[src/rtl/hkt_pkg.sv]
// Shared types, codes and constants for the hashed key table.
`default_nettype none
package hkt_pkg;

  // Hash constants: the FNV-1a 64-bit prime with a basis other than the FNV-1a one. The prime is 2^40 + PRIME_LO.
  localparam logic [63:0] FNV_BASIS = 64'd1469598103934665603;
  localparam logic [8:0]  FNV_PRIME_LO = 9'h1B3;
  localparam int unsigned FNV_PRIME_SHIFT = 40;

  // Load limit: grow when (count+1)*GROW_NUM >= capacity*GROW_DEN.
  localparam logic [19:0] GROW_NUM = 20'd10;
  localparam logic [19:0] GROW_DEN = 20'd7;

  // Operation codes.
  localparam logic FUNC_INSERT = 1'b0;
  localparam logic FUNC_FIND   = 1'b1;

  // Status codes.
  localparam logic STATUS_OK   = 1'b0;
  localparam logic STATUS_FULL = 1'b1;

  // One entry of the entry store.
  typedef struct packed {
    logic [63:0] key;
    logic [3:0]  len;
    logic [31:0] value;
    logic [63:0] hash;
  } entry_data_t;

  // Sequencer states.
  typedef enum logic [3:0] {
    ST_CLEAR,
    ST_IDLE,
    ST_HASH,
    ST_DECIDE,
    ST_RB_ENT,
    ST_RB_HASH,
    ST_P_RD,
    ST_P_CHK,
    ST_F_RD,
    ST_F_SLOT,
    ST_F_ENT,
    ST_DONE
  } hkt_state_t;

endpackage
`default_nettype wire

[src/rtl/hkt_hash.sv]
// Iterative 64-bit hash unit with FNV-1a arithmetic on its own basis, one key byte per cycle.
`default_nettype none
module hkt_hash (
  input  wire logic        clk,
  input  wire logic        rst,
  input  wire logic        start,
  input  wire logic [63:0] key,
  input  wire logic [3:0]  len,
  output logic             done,
  output logic [63:0]      hash
);
  import hkt_pkg::*;

  logic        busy;
  logic [3:0]  cnt;
  logic [3:0]  len_q;
  logic [63:0] key_sh;
  logic [63:0] hx;

  // Fold in one byte, then multiply by the prime as a shift plus a small product.
  assign hx = hash ^ {56'd0, key_sh[7:0]};

  always_ff @(posedge clk) begin
    if (rst) begin
      busy <= 1'b0;
      done <= 1'b0;
    end else begin
      done <= 1'b0;
      if (start) begin
        busy   <= 1'b1;
        cnt    <= '0;
        len_q  <= len;
        key_sh <= key;
        hash   <= FNV_BASIS;
      end else if (busy) begin
        if (cnt == len_q) begin
          busy <= 1'b0;
          done <= 1'b1;
        end else begin
          hash   <= (hx << FNV_PRIME_SHIFT) + (hx * 64'(FNV_PRIME_LO));
          key_sh <= key_sh >> 8;
          cnt    <= cnt + 4'd1;
        end
      end
    end
  end

endmodule
`default_nettype wire

[config.mk]
export PLATFORM = sky130hd
export DESIGN_NAME = hkt_hash
export DESIGN_NICKNAME = d
export VERILOG_FILES = /design/src/rtl/hkt_pkg.sv /design/src/rtl/hkt_hash.sv
export SDC_FILE = /design/constraint.sdc
export NUM_CORES = 1
export LEC_CHECK = 0
export CAP_MARGIN = 25
export CORE_ASPECT_RATIO = 1.25
export CORE_UTILIZATION = 60
export CTS_BUF_LIST = sky130_fd_sc_hd__clkbuf_4
export DETAILED_ROUTE_END_ITERATION = 10
export DONT_BUFFER_PORTS = 1
export HOLD_SLACK_MARGIN = 0.1
export PLACE_DENSITY = 0.76
export SYNTH_ARGS = -nofsm -noshare
export SYNTH_HDL_FRONTEND = slang
export SYNTH_SLANG_ARGS = --single-unit
[constraint.sdc]
create_clock -name clk -period 8.7 [get_ports clk]
set_input_delay 1.74 -clock clk [delete_from_list [all_inputs] [get_ports clk]]
set_output_delay 1.74 -clock clk [all_outputs]
set_load 0.02 [all_outputs]
==> out/metrics.cfg <==
[outcome]
status = completed

[route]
drt.antenna.violating_nets = 0
drc = 0
wire_per_inst_um = 20.8
num_vias = 11500
wirelength_um = 41700
drt-pass1-iter-count = 5
post_drt_via_cell_ratio = 5.71
drt_iter0_drc = 718

[logic_synthesis]
yosysUniqueCellTypes = 65
syn_inst = 1709
synthFlopType = edfxtp_1
syn_nets = 2195
ys_warn_count = 0
synth_edf_count = 136
synth_top_cells_by_area = fa_1, edfxtp_1, ha_1
syn_area_um2 = 17500
synth_area_leader_cell = fa_1
ys_seq_elements = 138
yosysTopAreaCellShare_pct = 24.3
yosysSeqAreaShare_pct = 23.6
async_flop_share_pct = 0
synth_area_per_cell_um2 = 10.2

[worst_hold_path]
hold_path_class = flop to flop
min_from = key_sh[48]

[grt]
grt_max_degree = 116
grt_pass1_wl_um = 66700
grt_pass1_vias = 12500
overflow = 0
grt_use_total_pct = 29.9
grt_antenna_before_repair = 3

[floorplan]
num_io_pins = 136
core_um2 = 28500
dieWidth_um = 155
die-area_um2 = 29800
placementRows = 69
die_h_um = 193
start_util_pct = 61.3

[finish]
final_layout_size_suffix_gt1_share_pct = 6.67
area_delta_synth_final_pct = 1.25
nets = 2123
layout_common_cells = inv_1, fa_1, ha_1, edfxtp_1, xor2_1
final_common_cell = inv_1

[clock_network]
cts.repair.resized = 0
root_buffer = clkbuf_4
cts-hold-fix-buffers = 0
cts_setup_buffers = 0
cts_max_level = 4
worst_skew_pair.late_latency_ps = 580
clk_path_buf_depth = 2
cts_tree = done
cts_buffers = 17
clock-sinks = 138
clk_pin_slew_ps = 160

[placed_design]
io_buffers = 0
gp_congestion = 1.01
dp_hpwl_um = 35700

[timing]
setup_tns_ps = 0
grt_setup_unrepaired = false
max_freq_mhz = 149
hold_violations = 0
finalMaxSlewViolations = 0
maxSlewHeadroom_pct = 31.8
period_minus_slack_ps = 6700
fin_skew_ps = 41.8
finalCritPeriodShare_pct = 77.1
setup_violations = 0
worst-slew-pin-transition_ps = 1020

[critical_path]
critPathCaptureType = flop
critical_path.top_delay_family = adder cells
critical_path_class = flop to flop
cpMostUsedCell = ha_1
cpPeakStageDelay_ps = 740
crit_path_top_delay_cell = xnor2_1
crit_path_start_kind = flop
cp.arrival_ps = 7040
worstSetupStartpoint = hash[2]
crit_chain = xnor2_1 -> inv_1 -> ha_1 -> xor2_1 -> ha_1 -> or2_2 -> fa_1 -> fa_1 -> ha_1 -> ha_1 -> o21ai_1 -> nor2_1 -> a211oi_2 -> o211ai_1 -> a221o_2 -> a311o_2 -> nand4b_1 -> nand3_1 -> mux2_1
cp.buffers_inverters = 1
rr_startpoint = hash[2]
cp.required_ps = 9030
critPathMaxFanout = 5

[job]
cap_violations = 0

[area by class of cell]
type	count	area [um^2]
Inverter	394	1480
Tap cell	355	444
Clock inverter	15	170
Sequential cell	138	4120
Clock buffer	17	128
Fill cell	2350	10800
Multi-Input combinational cell	1082	11300
Antenna cell	2	5.00
Timing Repair Buffer	4	30.0
[registers in the layout, indices dropped and copies added, names as in the netlist]
name / count
key_sh: 64
len_q: 4
done: 1
hash: 64
busy: 1
cnt: 4
[through the flow]
step           util, %  hold WS (ps)  cells  cell area (um^2)  worst slack [ps]
3_5_place_dp      61.0           535   1973             17400              2030
2_1_floorplan        -           490   1709             17500              2210
5_1_grt           62.1           573   2006             17700              1750
4_1_cts           62.0           562   2005             17700              1990
6_report          62.1           555   2007             17700              2000
3_3_place_gp      61.0           529   1973             17400              2060
[routing by layer]
layer	part of all wire [%]	GRT usage [%]	up-vias
li1	-	-	5348
met1	38	34.2	5578
met2	49	52.0	412
met3	8.1	7.64	115
met4	5.0	15.3	2
met5	0.031	0	-
[Yosys cell counts, types with 4 or more instances]
cell type and instances:
a21o_1 59, nor4_1 5, inv_1 394, clkbuf_1 34
nand4_1 16, and3_1 5, o21bai_1 10, nor3_1 10
a21oi_1 74, mux2i_1 4, buf_4 56, fa_1 212
o21ai_0 41, xnor2_1 47, nor2b_1 12, nor2_1 73
nand3_1 10, edfxtp_1 136, nand2_1 71, xor2_1 77
mux2_2 56, and2_1 13, a31oi_1 9, or2_2 4
a211oi_1 5, ha_1 203, o21a_1 7
[final timing paths]
kind | endpoint | cells after the start | slack (ps)
setup / recovery | hash[57] | 19 | 2000
hold reg to reg | key_sh[40] | 1 | 560
setup reg to reg | hash[57] | 19 | 2000
hold / removal | key_sh[40] | 1 | 560
[cells by family after synthesis]
group | share of synthesized area (%)
buffers and inverters | 11.8
adders and majority gates | 38.8
AOI/OAI and AO/OA | 9.29
and+or+nand+nor | 6.24
DFF | 23.6
xor gates and xnor gates | 6.22
muxes | 4.03
Power is not shown: default switching activity piles up to over one toggle a cycle in this logic, so the estimate is an artifact.
